## config.mk

```make
export PLATFORM = sky130hd
export DESIGN_NAME = pixel_triple_rle_text_encoder_flat
export DESIGN_NICKNAME = d
export VERILOG_FILES = /design/src/rtl/core/ptre_pkg.sv /design/src/rtl/core/ptre_if.sv /design/src/rtl/core/ptre_front.sv /design/src/rtl/core/ptre_queue.sv /design/src/rtl/core/ptre_back.sv /design/src/rtl/core/pixel_triple_rle_text_encoder.sv /design/src/flat_wrapper.sv
export SDC_FILE = /design/constraint.sdc
export NUM_CORES = 1
export LEC_CHECK = 0
export BUFFER_PORTS_ARGS = -buffer_cell sky130_fd_sc_hd__buf_4
export CAP_MARGIN = 10
export CORE_ASPECT_RATIO = 1.75
export CORE_MARGIN = 3
export CORE_UTILIZATION = 55
export CTS_BUF_LIST = sky130_fd_sc_hd__clkbuf_8
export CTS_CLUSTER_DIAMETER = 60
export DETAILED_ROUTE_END_ITERATION = 10
export PLACE_DENSITY = 0.73
export SLEW_MARGIN = 20
export SYNTH_ARGS = -nofsm -noshare
export SYNTH_HDL_FRONTEND = slang
export SYNTH_SLANG_ARGS = --single-unit
```

## constraint.sdc

```tcl
create_clock -name clk -period 12.64 [get_ports clk]
set_input_delay 0.632 -clock clk [delete_from_list [all_inputs] [get_ports clk]]
set_output_delay 0.632 -clock clk [all_outputs]
set_load 0.01 [all_outputs]
```

## src/rtl/core/ptre_pkg.sv

```systemverilog
// package for the pixel triple rle text encoder
// holds widths, text codes and the result list type shared by all core files
`timescale 1ns / 1ps

package ptre_pkg;

  // field and state widths
  localparam int BYTE_W  = 8;
  localparam int PIX_W   = 3 * BYTE_W;
  localparam int CHAR_W  = 7;
  localparam int RUN_W   = 5;
  localparam int CNT_W   = 10;

  // results caused by one pixel, and the index width that covers them
  localparam int MAX_RES = 6;
  localparam int IDX_W   = $clog2(MAX_RES + 1);

  // default depth of the list queue between front and back
  localparam int Q_DEPTH_DEF = 2;

  // register reset
  localparam logic [CNT_W-1:0] LIMIT_RESET = 10'd190;

  // text codes
  localparam logic [CHAR_W-1:0] RUN_BASE    = 7'd98;
  localparam logic [RUN_W-1:0]  RUN_CLOSE   = 5'd26;
  localparam logic [CHAR_W-1:0] WHITE_CODE  = 7'd33;
  localparam logic [CHAR_W-1:0] BLACK_CODE  = 7'd127;
  localparam logic [CHAR_W-1:0] CHAR_OFFSET = 7'd35;
  localparam logic [CHAR_W-1:0] ESC_FROM    = 7'd92;
  localparam logic [CHAR_W-1:0] ESC_TO      = 7'd125;
  localparam logic [CHAR_W-1:0] BREAK_CODE  = 7'd0;

  // pixel values with a code of their own
  localparam logic [PIX_W-1:0] WHITE_PIX = 24'hFFFFFF;
  localparam logic [PIX_W-1:0] BLACK_PIX = 24'h000000;

  // ordered list of results for one pixel
  typedef struct packed {
    logic [IDX_W-1:0]                cnt;
    logic [MAX_RES-1:0]              brk;
    logic [MAX_RES-1:0][CHAR_W-1:0]  chars;
  } res_list_t;

endpackage

```

## src/rtl/core/ptre_if.sv

```systemverilog
// valid/ready channel interfaces for pixel requests and text results
// depends on ptre_pkg for field widths
`timescale 1ns / 1ps

interface ptre_pix_if;
  import ptre_pkg::*;

  logic              valid;
  logic              ready;
  logic [BYTE_W-1:0] first_byte;
  logic [BYTE_W-1:0] second_byte;
  logic [BYTE_W-1:0] third_byte;
  logic              last_pixel;

  modport source (
    output valid, first_byte, second_byte, third_byte, last_pixel,
    input  ready
  );
  modport sink (
    input  valid, first_byte, second_byte, third_byte, last_pixel,
    output ready
  );
endinterface

interface ptre_res_if;
  import ptre_pkg::*;

  logic              valid;
  logic              ready;
  logic [CHAR_W-1:0] out_char;
  logic              is_break;
  logic              last_of_item;

  modport source (
    output valid, out_char, is_break, last_of_item,
    input  ready
  );
  modport sink (
    input  valid, out_char, is_break, last_of_item,
    output ready
  );
endinterface

```

## src/rtl/core/ptre_front.sv

```systemverilog
// front end: accepts pixels, tracks run and segment state, builds result lists
// depends on ptre_pkg and ptre_pix_if
`timescale 1ns / 1ps

module ptre_front (
  input  logic                    clk,
  input  logic                    rst_n,
  ptre_pix_if.sink                in_pix,
  input  logic                    cfg_we,
  input  logic [ptre_pkg::CNT_W-1:0] cfg_wdata,
  input  logic                    q_full,
  output logic                    push,
  output ptre_pkg::res_list_t     push_list
);
  import ptre_pkg::*;

  // offset a 6-bit field into printable range, escaping the backslash code
  function automatic logic [CHAR_W-1:0] text_code(input logic [5:0] v);
    logic [CHAR_W-1:0] c;
    c = {1'b0, v} + CHAR_OFFSET;
    return (c == ESC_FROM) ? ESC_TO : c;
  endfunction

  logic [CNT_W-1:0] limit_r;
  logic [PIX_W-1:0] prev_r, prev_nxt;
  logic [RUN_W-1:0] run_r, run_nxt;
  logic [CNT_W-1:0] count_r, count_nxt;

  logic [PIX_W-1:0] pix;
  logic [CNT_W:0]   cnt_w;
  logic [IDX_W-1:0] n;
  logic [5:0]       top;
  res_list_t        lst;
  logic             accept;

  assign in_pix.ready = !q_full;
  assign accept       = in_pix.valid && in_pix.ready;
  assign pix          = {in_pix.first_byte, in_pix.second_byte, in_pix.third_byte};
  assign top          = {in_pix.third_byte[7:6], in_pix.second_byte[7:6],
                         in_pix.first_byte[7:6]};

  // classify the pixel and append its results in order
  always_comb begin
    run_nxt  = run_r;
    cnt_w    = {1'b0, count_r};
    prev_nxt = prev_r;
    lst      = '0;
    n        = '0;

    if (pix == prev_r) begin
      if (run_nxt == '0) begin
        run_nxt = RUN_W'(1);
        cnt_w   = cnt_w + (CNT_W+1)'(1);
      end else begin
        run_nxt = run_nxt + RUN_W'(1);
        // full run closes at once
        if (run_nxt >= RUN_CLOSE) begin
          lst.chars[n] = RUN_BASE + CHAR_W'(run_nxt);
          n            = n + IDX_W'(1);
          run_nxt      = '0;
        end
      end
    end else begin
      // new pixel ends any pending run
      if (run_nxt != '0) begin
        lst.chars[n] = RUN_BASE + CHAR_W'(run_nxt);
        n            = n + IDX_W'(1);
        run_nxt      = '0;
      end
      prev_nxt = pix;
      if (pix == WHITE_PIX) begin
        lst.chars[n] = WHITE_CODE;
        n            = n + IDX_W'(1);
        cnt_w        = cnt_w + (CNT_W+1)'(1);
      end else if (pix == BLACK_PIX) begin
        lst.chars[n] = BLACK_CODE;
        n            = n + IDX_W'(1);
        cnt_w        = cnt_w + (CNT_W+1)'(1);
      end else begin
        lst.chars[n] = text_code(in_pix.first_byte[5:0]);
        n            = n + IDX_W'(1);
        lst.chars[n] = text_code(in_pix.second_byte[5:0]);
        n            = n + IDX_W'(1);
        lst.chars[n] = text_code(in_pix.third_byte[5:0]);
        n            = n + IDX_W'(1);
        lst.chars[n] = text_code(top);
        n            = n + IDX_W'(1);
        cnt_w        = cnt_w + (CNT_W+1)'(4);
      end
    end

    // segment break, preceded by any pending run
    if (cnt_w > {1'b0, limit_r}) begin
      if (run_nxt != '0) begin
        lst.chars[n] = RUN_BASE + CHAR_W'(run_nxt);
        n            = n + IDX_W'(1);
        run_nxt      = '0;
      end
      lst.chars[n] = BREAK_CODE;
      lst.brk[n]   = 1'b1;
      n            = n + IDX_W'(1);
      cnt_w        = '0;
    end
    count_nxt = cnt_w[CNT_W-1:0];

    // end of image flushes the run
    if (in_pix.last_pixel && (run_nxt != '0)) begin
      lst.chars[n] = RUN_BASE + CHAR_W'(run_nxt);
      n            = n + IDX_W'(1);
      run_nxt      = '0;
    end

    lst.cnt = n;
  end

  assign push      = accept && (n != '0);
  assign push_list = lst;

  // encoder state and limit register
  always_ff @(posedge clk) begin
    if (!rst_n) begin
      limit_r <= LIMIT_RESET;
      prev_r  <= '0;
      run_r   <= '0;
      count_r <= '0;
    end else begin
      if (cfg_we) begin
        limit_r <= cfg_wdata;
      end
      if (accept) begin
        prev_r  <= prev_nxt;
        run_r   <= run_nxt;
        count_r <= count_nxt;
      end
    end
  end

endmodule

```

## src/rtl/core/ptre_queue.sv

```systemverilog
// small queue of result lists between front end and back end
// depends on ptre_pkg for the list type
`timescale 1ns / 1ps

module ptre_queue #(
  parameter int DEPTH = ptre_pkg::Q_DEPTH_DEF
) (
  input  logic                clk,
  input  logic                rst_n,
  input  logic                push,
  input  ptre_pkg::res_list_t push_data,
  output logic                full,
  input  logic                pop,
  output logic                valid,
  output ptre_pkg::res_list_t pop_data
);
  import ptre_pkg::*;

  localparam int PTR_W = $clog2(DEPTH);
  localparam int OCC_W = $clog2(DEPTH + 1);

  res_list_t              mem_r [DEPTH];
  logic [PTR_W-1:0]       wr_ptr_r, rd_ptr_r;
  logic [OCC_W-1:0]       occ_r;

  assign full     = (occ_r == OCC_W'(DEPTH));
  assign valid    = (occ_r != '0);
  assign pop_data = mem_r[rd_ptr_r];

  // pointers and occupancy
  always_ff @(posedge clk) begin
    if (!rst_n) begin
      wr_ptr_r <= '0;
      rd_ptr_r <= '0;
      occ_r    <= '0;
    end else begin
      if (push) begin
        wr_ptr_r <= (wr_ptr_r == PTR_W'(DEPTH - 1)) ? '0 : wr_ptr_r + PTR_W'(1);
      end
      if (pop) begin
        rd_ptr_r <= (rd_ptr_r == PTR_W'(DEPTH - 1)) ? '0 : rd_ptr_r + PTR_W'(1);
      end
      if (push && !pop) begin
        occ_r <= occ_r + OCC_W'(1);
      end else if (pop && !push) begin
        occ_r <= occ_r - OCC_W'(1);
      end
    end
  end

  // storage
  always_ff @(posedge clk) begin
    if (push) begin
      mem_r[wr_ptr_r] <= push_data;
    end
  end

endmodule

```

## src/rtl/core/ptre_back.sv

```systemverilog
// back end: walks each result list and sends one text code per cycle while out_res is ready
// depends on ptre_pkg and ptre_res_if
`timescale 1ns / 1ps

module ptre_back (
  input  logic                clk,
  input  logic                rst_n,
  input  logic                q_valid,
  input  ptre_pkg::res_list_t q_data,
  output logic                q_pop,
  ptre_res_if.source          out_res
);
  import ptre_pkg::*;

  res_list_t         cur_r;
  logic [IDX_W-1:0]  idx_r;
  logic              busy_r;
  logic              ov_r;
  logic [CHAR_W-1:0] och_r;
  logic              obrk_r;
  logic              olast_r;
  logic              ld;
  logic              cur_end;
  logic              head_end;

  // output slot is free or being emptied
  assign ld       = !ov_r || out_res.ready;
  assign q_pop    = ld && !busy_r && q_valid;
  assign cur_end  = (idx_r == cur_r.cnt - IDX_W'(1));
  assign head_end = (q_data.cnt == IDX_W'(1));

  assign out_res.valid        = ov_r;
  assign out_res.out_char     = och_r;
  assign out_res.is_break     = obrk_r;
  assign out_res.last_of_item = olast_r;

  // sequencing control
  always_ff @(posedge clk) begin
    if (!rst_n) begin
      ov_r   <= 1'b0;
      busy_r <= 1'b0;
      idx_r  <= '0;
    end else if (ld) begin
      if (busy_r) begin
        ov_r   <= 1'b1;
        busy_r <= !cur_end;
        idx_r  <= idx_r + IDX_W'(1);
      end else if (q_valid) begin
        ov_r   <= 1'b1;
        busy_r <= !head_end;
        idx_r  <= IDX_W'(1);
      end else begin
        ov_r   <= 1'b0;
      end
    end
  end

  // output payload and current list
  always_ff @(posedge clk) begin
    if (ld) begin
      if (busy_r) begin
        och_r   <= cur_r.chars[idx_r];
        obrk_r  <= cur_r.brk[idx_r];
        olast_r <= cur_end;
      end else if (q_valid) begin
        cur_r   <= q_data;
        och_r   <= q_data.chars[0];
        obrk_r  <= q_data.brk[0];
        olast_r <= head_end;
      end
    end
  end

endmodule

```

## src/rtl/core/pixel_triple_rle_text_encoder.sv

```systemverilog
// pixel triple rle text encoder: one pixel request in, zero to six text codes out
// path: the first code of a pixel passes the queue storage, then the back end output register
// throughput: one code per cycle at the output register while out_res is ready; a literal
//   pixel gives four codes, a white, black or run code one, an item that only extends a run none
// reset: state, run and count cleared, previous pixel zero, limit 190, queue empty
`timescale 1ns / 1ps

module pixel_triple_rle_text_encoder #(
  parameter int Q_DEPTH = ptre_pkg::Q_DEPTH_DEF
) (
  input  logic                       clk,
  input  logic                       rst_n,
  ptre_pix_if.sink                   in_pix,
  ptre_res_if.source                 out_res,
  input  logic                       cfg_we,
  input  logic [ptre_pkg::CNT_W-1:0] cfg_wdata
);
  import ptre_pkg::*;

  logic      q_push;
  logic      q_full;
  logic      q_valid;
  logic      q_pop;
  res_list_t push_list;
  res_list_t head_list;

  // classify and build result lists
  ptre_front u_front (
    .clk       (clk),
    .rst_n     (rst_n),
    .in_pix    (in_pix),
    .cfg_we    (cfg_we),
    .cfg_wdata (cfg_wdata),
    .q_full    (q_full),
    .push      (q_push),
    .push_list (push_list)
  );

  // decoupling queue
  ptre_queue #(
    .DEPTH (Q_DEPTH)
  ) u_queue (
    .clk       (clk),
    .rst_n     (rst_n),
    .push      (q_push),
    .push_data (push_list),
    .full      (q_full),
    .pop       (q_pop),
    .valid     (q_valid),
    .pop_data  (head_list)
  );

  // serialize to the result channel
  ptre_back u_back (
    .clk     (clk),
    .rst_n   (rst_n),
    .q_valid (q_valid),
    .q_data  (head_list),
    .q_pop   (q_pop),
    .out_res (out_res)
  );

  // no list is written into a full queue
  assert property (@(posedge clk) disable iff (!rst_n) q_push |-> !q_full)
    else $error("push into full queue");

  // the back end only pops a list that is present
  assert property (@(posedge clk) disable iff (!rst_n) q_pop |-> q_valid)
    else $error("pop from empty queue");

  // a queued list holds between one and six results
  assert property (@(posedge clk) disable iff (!rst_n)
    q_push |-> (push_list.cnt != '0) && (push_list.cnt <= IDX_W'(MAX_RES)))
    else $error("result list length out of range");

endmodule
```

## src/flat_wrapper.sv

```systemverilog
// flat-port wrapper written by rule: the top's interface ports become plain ports
module pixel_triple_rle_text_encoder_flat import ptre_pkg::*;
#(
  parameter int Q_DEPTH = ptre_pkg::Q_DEPTH_DEF
)
  (clk, rst_n, cfg_we, cfg_wdata, in_pix_valid, in_pix_first_byte, in_pix_second_byte, in_pix_third_byte, in_pix_last_pixel, in_pix_ready, out_res_valid, out_res_out_char, out_res_is_break, out_res_last_of_item, out_res_ready);
  ptre_pix_if in_pix_i ();
  ptre_res_if out_res_i ();
  input  logic clk;
  input  logic rst_n;
  input  logic cfg_we;
  input  logic [ptre_pkg::CNT_W-1:0] cfg_wdata;
  input wire logic [$bits(in_pix_i.valid)-1:0] in_pix_valid;
  input wire logic [$bits(in_pix_i.first_byte)-1:0] in_pix_first_byte;
  input wire logic [$bits(in_pix_i.second_byte)-1:0] in_pix_second_byte;
  input wire logic [$bits(in_pix_i.third_byte)-1:0] in_pix_third_byte;
  input wire logic [$bits(in_pix_i.last_pixel)-1:0] in_pix_last_pixel;
  output wire logic [$bits(in_pix_i.ready)-1:0] in_pix_ready;
  output wire logic [$bits(out_res_i.valid)-1:0] out_res_valid;
  output wire logic [$bits(out_res_i.out_char)-1:0] out_res_out_char;
  output wire logic [$bits(out_res_i.is_break)-1:0] out_res_is_break;
  output wire logic [$bits(out_res_i.last_of_item)-1:0] out_res_last_of_item;
  input wire logic [$bits(out_res_i.ready)-1:0] out_res_ready;
  assign in_pix_i.valid = in_pix_valid;
  assign in_pix_i.first_byte = in_pix_first_byte;
  assign in_pix_i.second_byte = in_pix_second_byte;
  assign in_pix_i.third_byte = in_pix_third_byte;
  assign in_pix_i.last_pixel = in_pix_last_pixel;
  assign in_pix_ready = in_pix_i.ready;
  assign out_res_valid = out_res_i.valid;
  assign out_res_out_char = out_res_i.out_char;
  assign out_res_is_break = out_res_i.is_break;
  assign out_res_last_of_item = out_res_i.last_of_item;
  assign out_res_i.ready = out_res_ready;
  pixel_triple_rle_text_encoder #(.Q_DEPTH(Q_DEPTH)) u_core (.clk(clk), .rst_n(rst_n), .in_pix(in_pix_i), .out_res(out_res_i), .cfg_we(cfg_we), .cfg_wdata(cfg_wdata));
endmodule
```

==> results.sh, run 1 <==
export IMPL_place_port_buffers=50
export IMPL_synth_top_area_cell="edfxtp_1"
export IMPL_cpMostUsedCell="buf_4"
export IMPL_synthToLayoutAreaGrowth_pct=9.887
export IMPL_die_h_um=200.7
export IMPL_power_density_nw_per_um2=160.8
export IMPL_fillers=1712
export IMPL_cts_htree_levels=1
export IMPL_postLayoutCoreUtil_pct=62.00
export IMPL_gp_congestion=0.9599
export IMPL_grt_max_degree=61
export IMPL_detailed_place_hpwl_um=19980
export IMPL_synth_top_area_share_pct=40.85
export IMPL_period_needed_ns=6.576
export IMPL_critPathBufInv=5
export IMPL_wl_per_cell_um=19.31
export IMPL_worstSkewPairLatency_ns=0.56
export IMPL_final_nets=1209
export IMPL_cts_tree="done"
export IMPL_final_setup_viol_count=0
export IMPL_worst_pin_slew_ns=0.9386
export IMPL_grt_util_all_layers_pct=23.90
export IMPL_worst_setup_path_type="primary input to flop"
export IMPL_drv_slew=0
export IMPL_drive_gt1_share_pct=17.06
export IMPL_start_util_pct=56.42
export IMPL_wirelength_um=27750
export IMPL_clock_root_buffer="clkbuf_8"
export IMPL_p_int_uw=1500
export IMPL_max_slew_margin_rel_pct=37.19
export IMPL_hold_path_class="primary input to flop"
export IMPL_async_flop_share_pct=0
export IMPL_yosysMostFrequentCell="edfxtp_1"
export IMPL_vdd_drop_max_v=0.00009384
export IMPL_syn_inst=1098
export IMPL_fin_crit_sh_pct=52.02
export IMPL_crit_fanout=51
export IMPL_dp_cells=1383
export IMPL_critPathLaunch="in_pix_second_byte[0]"
export IMPL_critical_path_slowest_cell="buf_4"
export IMPL_timing_rr_start="u_core.u_front.prev_r[4]"
export IMPL_swShare_pct=28.74
export IMPL_finalInstanceArea_um2=13090
export IMPL_vias=8519
export IMPL_antenna_found_initial=0
export IMPL_grt_remaining_overflow=0
export IMPL_hold_buffers=0
export IMPL_cp_data_arrival_time_ns=6.76
export IMPL_status="finished clean"
export IMPL_fin_cells=1437
export IMPL_netSwitchingPower_uw=604.9
export IMPL_synth_seq_cells=221
export IMPL_seqPwrFrac_pct=49.4
export IMPL_hold_viol=0
export IMPL_seq_area_frac_synth_pct=50.77
export IMPL_core_um2=21110
export IMPL_dr_pass1_iters=6
export IMPL_cp_top_family="compound AO/OA/AOI/OAI gates"
export IMPL_leakage_uw=0.004891
export IMPL_setup_tns_final_ns=0
export IMPL_synthesis_area_um2=11910
export IMPL_post_cts_repair_setup_buffers=0
export IMPL_rsz0062_at_grt="no"
export IMPL_placed_cell_area_um2=12450
export IMPL_synth_cell_types=79
export IMPL_cts_resized=0
export IMPL_worstPathRequired_ns=12.82
export IMPL_slowest_delay_ns=0.55
export IMPL_pwr_share_clk_pct=27.1
export IMPL_drc_errors=0
export IMPL_die_w_um=117.2
export IMPL_end_kind="flop"
export IMPL_cts_sinks=221
export IMPL_num_io_pins=51
export IMPL_synth_area_leaders="edfxtp_1 41%, dfxtp_1 9.9%, mux2_2 5.2%"
export IMPL_synth_edf_count=162
export IMPL_start_kind="primary input"
export IMPL_clk_path_buf_depth=3
export IMPL_synthFlopType="edfxtp_1"
export IMPL_hp_start="cfg_wdata[3]"
export IMPL_dieArea_um2=23520
export IMPL_detail_route_antenna_nets=0
export IMPL_cts_clk_slew_worst_paths_ns=0.06
export IMPL_grt_pass1_wl_um=44570
export IMPL_num_rows=70
export IMPL_cap_viol_max_count=0
export IMPL_synthTopCellsByCount="162 x edfxtp_1, 111 x nand2_1, 81 x nor2_1, 59 x dfxtp_1, 55 x mux2_2"
export IMPL_yosysWarnings=0
export IMPL_insertedDiodeCount=0
export IMPL_numCtsBuffers=30
export IMPL_fmax_ghz=0.1521
export IMPL_syn_avg_cell_area_um2=10.85
export IMPL_skew_ns=0.01260
export IMPL_grt_pass1_vias=8472
export IMPL_drt_initial_drc_count=706
export IMPL_vias_per_cell=5.928
export IMPL_combPwrFrac_pct=23.5
==> registers in the layout, summed over array words and instances (netlist names), 2 cells and up, named ones only <==
name and flops:
u_core.u_back.idx_r 3, u_core.u_back.out_res.out_char 7, u_core.u_front.prev_r 24, u_core.u_queue.occ_r 2, u_core.u_front.count_r 10, u_core.u_back.cur_r 51
u_core.u_queue.mem_r 102, u_core.u_front.limit_r 10, u_core.u_front.run_r 5
==> cell type report <==
cell class	count	area [um^2]	share of cell area, %
well taps	288	360.3	2.754
repair buffers	64	480.5	3.671
clock inverters	23	207.7	1.587
flip-flops and latches	221	6047	46.21
multi-input cells	764	5391	41.20
clock buffers	31	426.7	3.260
inverters	46	172.7	1.319
==> kinds of logic after synthesis <==
logic type,Yosys count,share of synthesized area (%)
flops,221,50.77
other cells,1,0.03149
buf+inv,114,4.129
simple gates,334,13.78
mux,82,8.331
xor+xnor,68,5.001
compound gates,236,13.54
fa+ha+maj,42,4.413
==> metal layers <==
layer / global-route usage, % / up-vias / share of wire, %
li1: - / 4068 / -
met1: 28.19 / 4080 / 37
met2: 42.65 / 283 / 54
met3: 2.956 / 88 / 4.4
met4: 10.00 / 0 / 4.7
met5: 0 / - / 0
==> cells in the final DEF, fill, tap and decap left out, types with 8 or more instances in the layout <==
cell / instances
nor2_1: 79
o22ai_1: 19
a22oi_1: 16
nand2b_1: 10
o21ai_1: 11
xor2_1: 39
o21ai_0: 34
edfxtp_1: 162
nand4_1: 9
nor3_1: 17
xnor2_1: 29
o221ai_1: 8
nor2b_1: 21
dfxtp_1: 58
a21oi_1: 32
nand3_1: 34
clkbuf_8: 31
ha_1: 42
and2_1: 8
mux4_2: 8
mux2_2: 55
a21boi_0: 33
nand2_1: 111
o211ai_1: 12
a31oi_1: 14
o21a_1: 10
mux2i_1: 17
buf_4: 64
inv_1: 50
==> metrics by stage <==
stage                     setup slack [ns]  power [uW]  hold slack (ns)
final                                6.064        2105           0.2897
after global routing                 5.535        2212           0.2726
after CTS                            6.128        2128           0.2597
after detailed placement             5.555        1557           0.4701
after global placement               5.689        1542           0.4624
after floorplan                      4.859        1394           0.4553
==> worst paths after layout <==
kind	slack [ns]	cells after the start	end
setup / recovery	6.06	26	u_core.u_queue.mem_r[0][18]
hold reg to reg	0.48	2	u_core.u_front.prev_r[14]
setup reg to reg	6.19	25	u_core.u_queue.mem_r[0][18]
hold / removal	0.29	3	u_core.u_front.limit_r[3]
==> power by group through the flow <==
stage / registers, uW / logic (uW) / clock network (uW)
floorplan: 1040 / 349 / 0
global placement: 1050 / 494 / 0
detailed placement: 1060 / 501 / 0
CTS: 1040 / 503 / 583
global route: 1060 / 545 / 611
finish: 1040 / 495 / 570
==> tightest hold or removal path: cells and delay by family <==
family	cells	cell delay [ns]
simple gates	1	0.04
compound gates	1	0.06
buf+inv	1	0.08
Power figures use the tool's default switching activity.
==> run 2: changes to the inputs <==
Settings changed: ABC_AREA set to 1, PLACE_DENSITY 0.73 to 0.76.
Clock period 12.64 ns to 5.45 ns, I/O delays scaled along.
==> run 2 against run 1 <==
- setup slack lost 5.5 ns
- first-iteration DRC count shrank 8.2%
- via count grew 20%
- sequential share of layout area shrank 3.6 points
- critical endpoint is now u_core.u_queue.mem_r[1][24]
- synthesized area grew 4.0%
- sequential power grew to 2.5 times the previous value
- combinational power grew to 4.0 times the previous value
==> results.sh, run 2 <==
export IMPL_status="finished clean"
export IMPL_cts_htree_levels=1
export IMPL_wl_per_cell_um=17.70
export IMPL_route_met2_wl_um=17780
export IMPL_hold_viol=0
export IMPL_numCtsBuffers=30
export IMPL_timing_rr_start="u_core.u_front.run_r[1]"
export IMPL_num_rows=72
export IMPL_async_flop_share_pct=0
export IMPL_cts_resized=0
export IMPL_met3_length_um=1182
export IMPL_synthTopCellsByCount="312 x nand2_1, 162 x edfxtp_1, 142 x inv_1, 120 x nor2_1, 120 x o21ai_0"
export IMPL_detail_route_antenna_nets=0
export IMPL_skew_ns=0.01863
export IMPL_drt_initial_drc_count=648
export IMPL_fillers=1889
export IMPL_worstPathRequired_ns=5.73
export IMPL_cts_tree="done"
export IMPL_setup_tns_final_ns=0
export IMPL_vias=10230
export IMPL_grt_pass1_wl_um=51960
export IMPL_hp_start="in_pix_third_byte[2]"
export IMPL_synthesis_area_um2=12380
export IMPL_place_ws_ns=0.3033
export IMPL_final_cell_mix="312 x nand2_1, 162 x edfxtp_1, 146 x inv_1"
export IMPL_swShare_pct=33.93
export IMPL_p_int_uw=4000
export IMPL_insertedDiodeCount=0
export IMPL_max_slew_margin_rel_pct=41.29
export IMPL_grt_max_degree=54
export IMPL_worst_pin_slew_ns=0.8794
export IMPL_ff2ff_path_depth=29
export IMPL_final_nets=1595
export IMPL_cp_data_arrival_time_ns=5.15
export IMPL_wl_met1_um=11370
export IMPL_largest_reg_flops=102
export IMPL_die_h_um=204.5
export IMPL_grt_pass1_vias=10300
export IMPL_r2r_end="u_core.u_queue.occ_r[1]"
export IMPL_synth_seq_cells=221
export IMPL_core_um2=22160
export IMPL_seqPwrFrac_pct=43.6
export IMPL_worst_hold_slack_ns=0.03216
export IMPL_synth_edf_count=162
export IMPL_top_layer_used="met4"
export IMPL_dieArea_um2=24420
export IMPL_r2r_setup_slack_ns=0.60
export IMPL_synth_top_area_cell="edfxtp_1"
export IMPL_die_w_um=119.4
export IMPL_seq_area_frac_synth_pct=48.82
export IMPL_synthToLayoutAreaGrowth_pct=14.66
export IMPL_grt_remaining_overflow=0
export IMPL_largestRegisters="u_core.u_queue.mem_r x102, u_core.u_back.cur_r x51, u_core.u_front.prev_r x24"
export IMPL_combPwrFrac_pct=33.0
export IMPL_pwr_share_clk_pct=23.4
export IMPL_vias_per_cell=5.582
export IMPL_grt_util_all_layers_pct=26.79
export IMPL_regMostFlops="u_core.u_queue.mem_r"
export IMPL_cap_viol_max_count=0
export IMPL_synth_cell_types=54
export IMPL_min_to="u_core.u_front.prev_r[2]"
export IMPL_syn_avg_cell_area_um2=8.752
export IMPL_post_cts_repair_setup_buffers=0
export IMPL_final_setup_viol_count=0
export IMPL_fmax_ghz=0.2050
export IMPL_clock_root_buffer="clkbuf_8"
export IMPL_synth_top_area_share_pct=39.28
export IMPL_gp_congestion=1.006
export IMPL_final_common_cell="nand2_1"
export IMPL_setup_slack_ns=0.5729
export IMPL_antenna_found_initial=0
export IMPL_syn_inst=1415
export IMPL_start_util_pct=55.88
export IMPL_crit_fanout=14
export IMPL_period_needed_ns=4.877
export IMPL_hold_path_class="primary input to flop"
export IMPL_power_density_nw_per_um2=426.4
export IMPL_end_kind="flop"
export IMPL_cts_clk_slew_worst_paths_ns=0.07
export IMPL_drc_errors=0
export IMPL_power_uw=6054
export IMPL_num_io_pins=51
export IMPL_holdPathStages=3
export IMPL_drv_slew=0
export IMPL_synthFlopType="edfxtp_1"
export IMPL_drive_gt1_share_pct=16.59
export IMPL_detailed_place_hpwl_um=24670
export IMPL_place_port_buffers=50
export IMPL_worstSkewPairLatency_ns=0.58
export IMPL_leakage_uw=0.005928
export IMPL_yosysWarnings=0
export IMPL_rsz0062_at_grt="no"
export IMPL_start_kind="primary input"
export IMPL_fin_crit_sh_pct=89.49
export IMPL_yosysMostFrequentCell="nand2_1"
export IMPL_clk_path_buf_depth=3
export IMPL_dr_pass1_iters=5
export IMPL_vdd_drop_max_v=0.0002755
export IMPL_synth_area_leaders="edfxtp_1 39%, dfxtp_1 9.5%, nand2_1 9.5%"
export IMPL_wirelength_um=32450
export IMPL_worst_setup_path_type="primary input to flop"
export IMPL_netSwitchingPower_uw=2054
export IMPL_cts_sinks=221
run 2: cell families after synthesis:
kind of cell | after synthesis | synth area share, %
multiplexers | 52 | 4.718
AO/OA/AOI/OAI | 294 | 13.64
flip-flops | 221 | 48.82
adder cells (fa/ha/maj) | 42 | 4.243
other | 1 | 0.03028
AND/OR/NAND/NOR | 562 | 19.70
buffers and inverters | 213 | 6.729
XOR/XNOR | 30 | 2.122
run 2: critical path: stages:
cell and delay [ns]:
dlygate4sd3_1 0.55, buf_4 0.16, inv_1 0.12, ha_1 0.19, nand4_1 0.11, nor3_1 0.22, nand2_1 0.18, nor2_1 0.17
nor3_1 0.08, nor2_1 0.09, nor2_1 0.05, a221oi_1 0.35, ha_1 0.32, a21oi_1 0.12, o21ai_0 0.09, a21oi_1 0.11
o21ai_0 0.08, nand2_1 0.07, nand2_1 0.05, nand2_1 0.09, nand2_4 0.08, buf_4 0.19, nor2_1 0.35, ha_1 0.26
xor2_1 0.46, buf_4 0.23, o22ai_1 0.11
run 2: worst max path at each step:
stage / end / cells after the start / slack [ns] / start
floorplan: u_core.u_queue.mem_r[1][0] / 33 / 0.17 / in_pix_third_byte[0]
global route: u_core.u_queue.occ_r[1] / 37 / 0.08 / in_pix_second_byte[1]
global placement: u_core.u_queue.occ_r[1] / 39 / 0.41 / in_pix_third_byte[0]
detailed placement: u_core.u_queue.occ_r[1] / 39 / 0.30 / in_pix_third_byte[0]
CTS: u_core.u_queue.occ_r[1] / 37 / 0.66 / in_pix_second_byte[1]
finish: u_core.u_queue.mem_r[1][24] / 27 / 0.57 / in_pix_first_byte[7]
run 2: timing repair:
| item | 4_1_cts | 5_1_grt |
|---|---|---|
| hold buffers | 24 | 0 |
| hold endpoints to repair | 15 | 0 |
| setup endpoints to repair | 0 | 0 |
run 2: cell type report:
class	count	area, um^2	area share [%]
sequential	221	6047	42.59
multi-input combinational	982	5528	38.93
timing repair buffer	111	930.9	6.556
inverter	167	628.1	4.423
clock buffer	36	495.5	3.489
tap	296	370.4	2.608
clock inverter	20	200.2	1.410
run 2: through the flow:
stage,instances,util [%],instance area (um^2)
after floorplan,1416,-,12400
after global placement,1753,59.85,13260
after detailed placement,1753,59.85,13260
after CTS,1833,64.08,14200
after global routing,1833,64.08,14200
final,1833,64.08,14200
run 2: power by group through the flow:
stage	clock network [uW]	registers (uW)	logic, uW
3_5_place_dp	0	2670	1970
6_report	1420	2640	2000
4_1_cts	1450	2640	2000
3_3_place_gp	0	2650	1930
2_1_floorplan	0	2630	1340
5_1_grt	1510	2680	2220
run 2: layer usage:
layer	vias up	track usage [%]
met1	4782	27.12
met5	-	0
met3	111	2.928
met4	0	16.55
li1	5033	-
met2	306	51.55
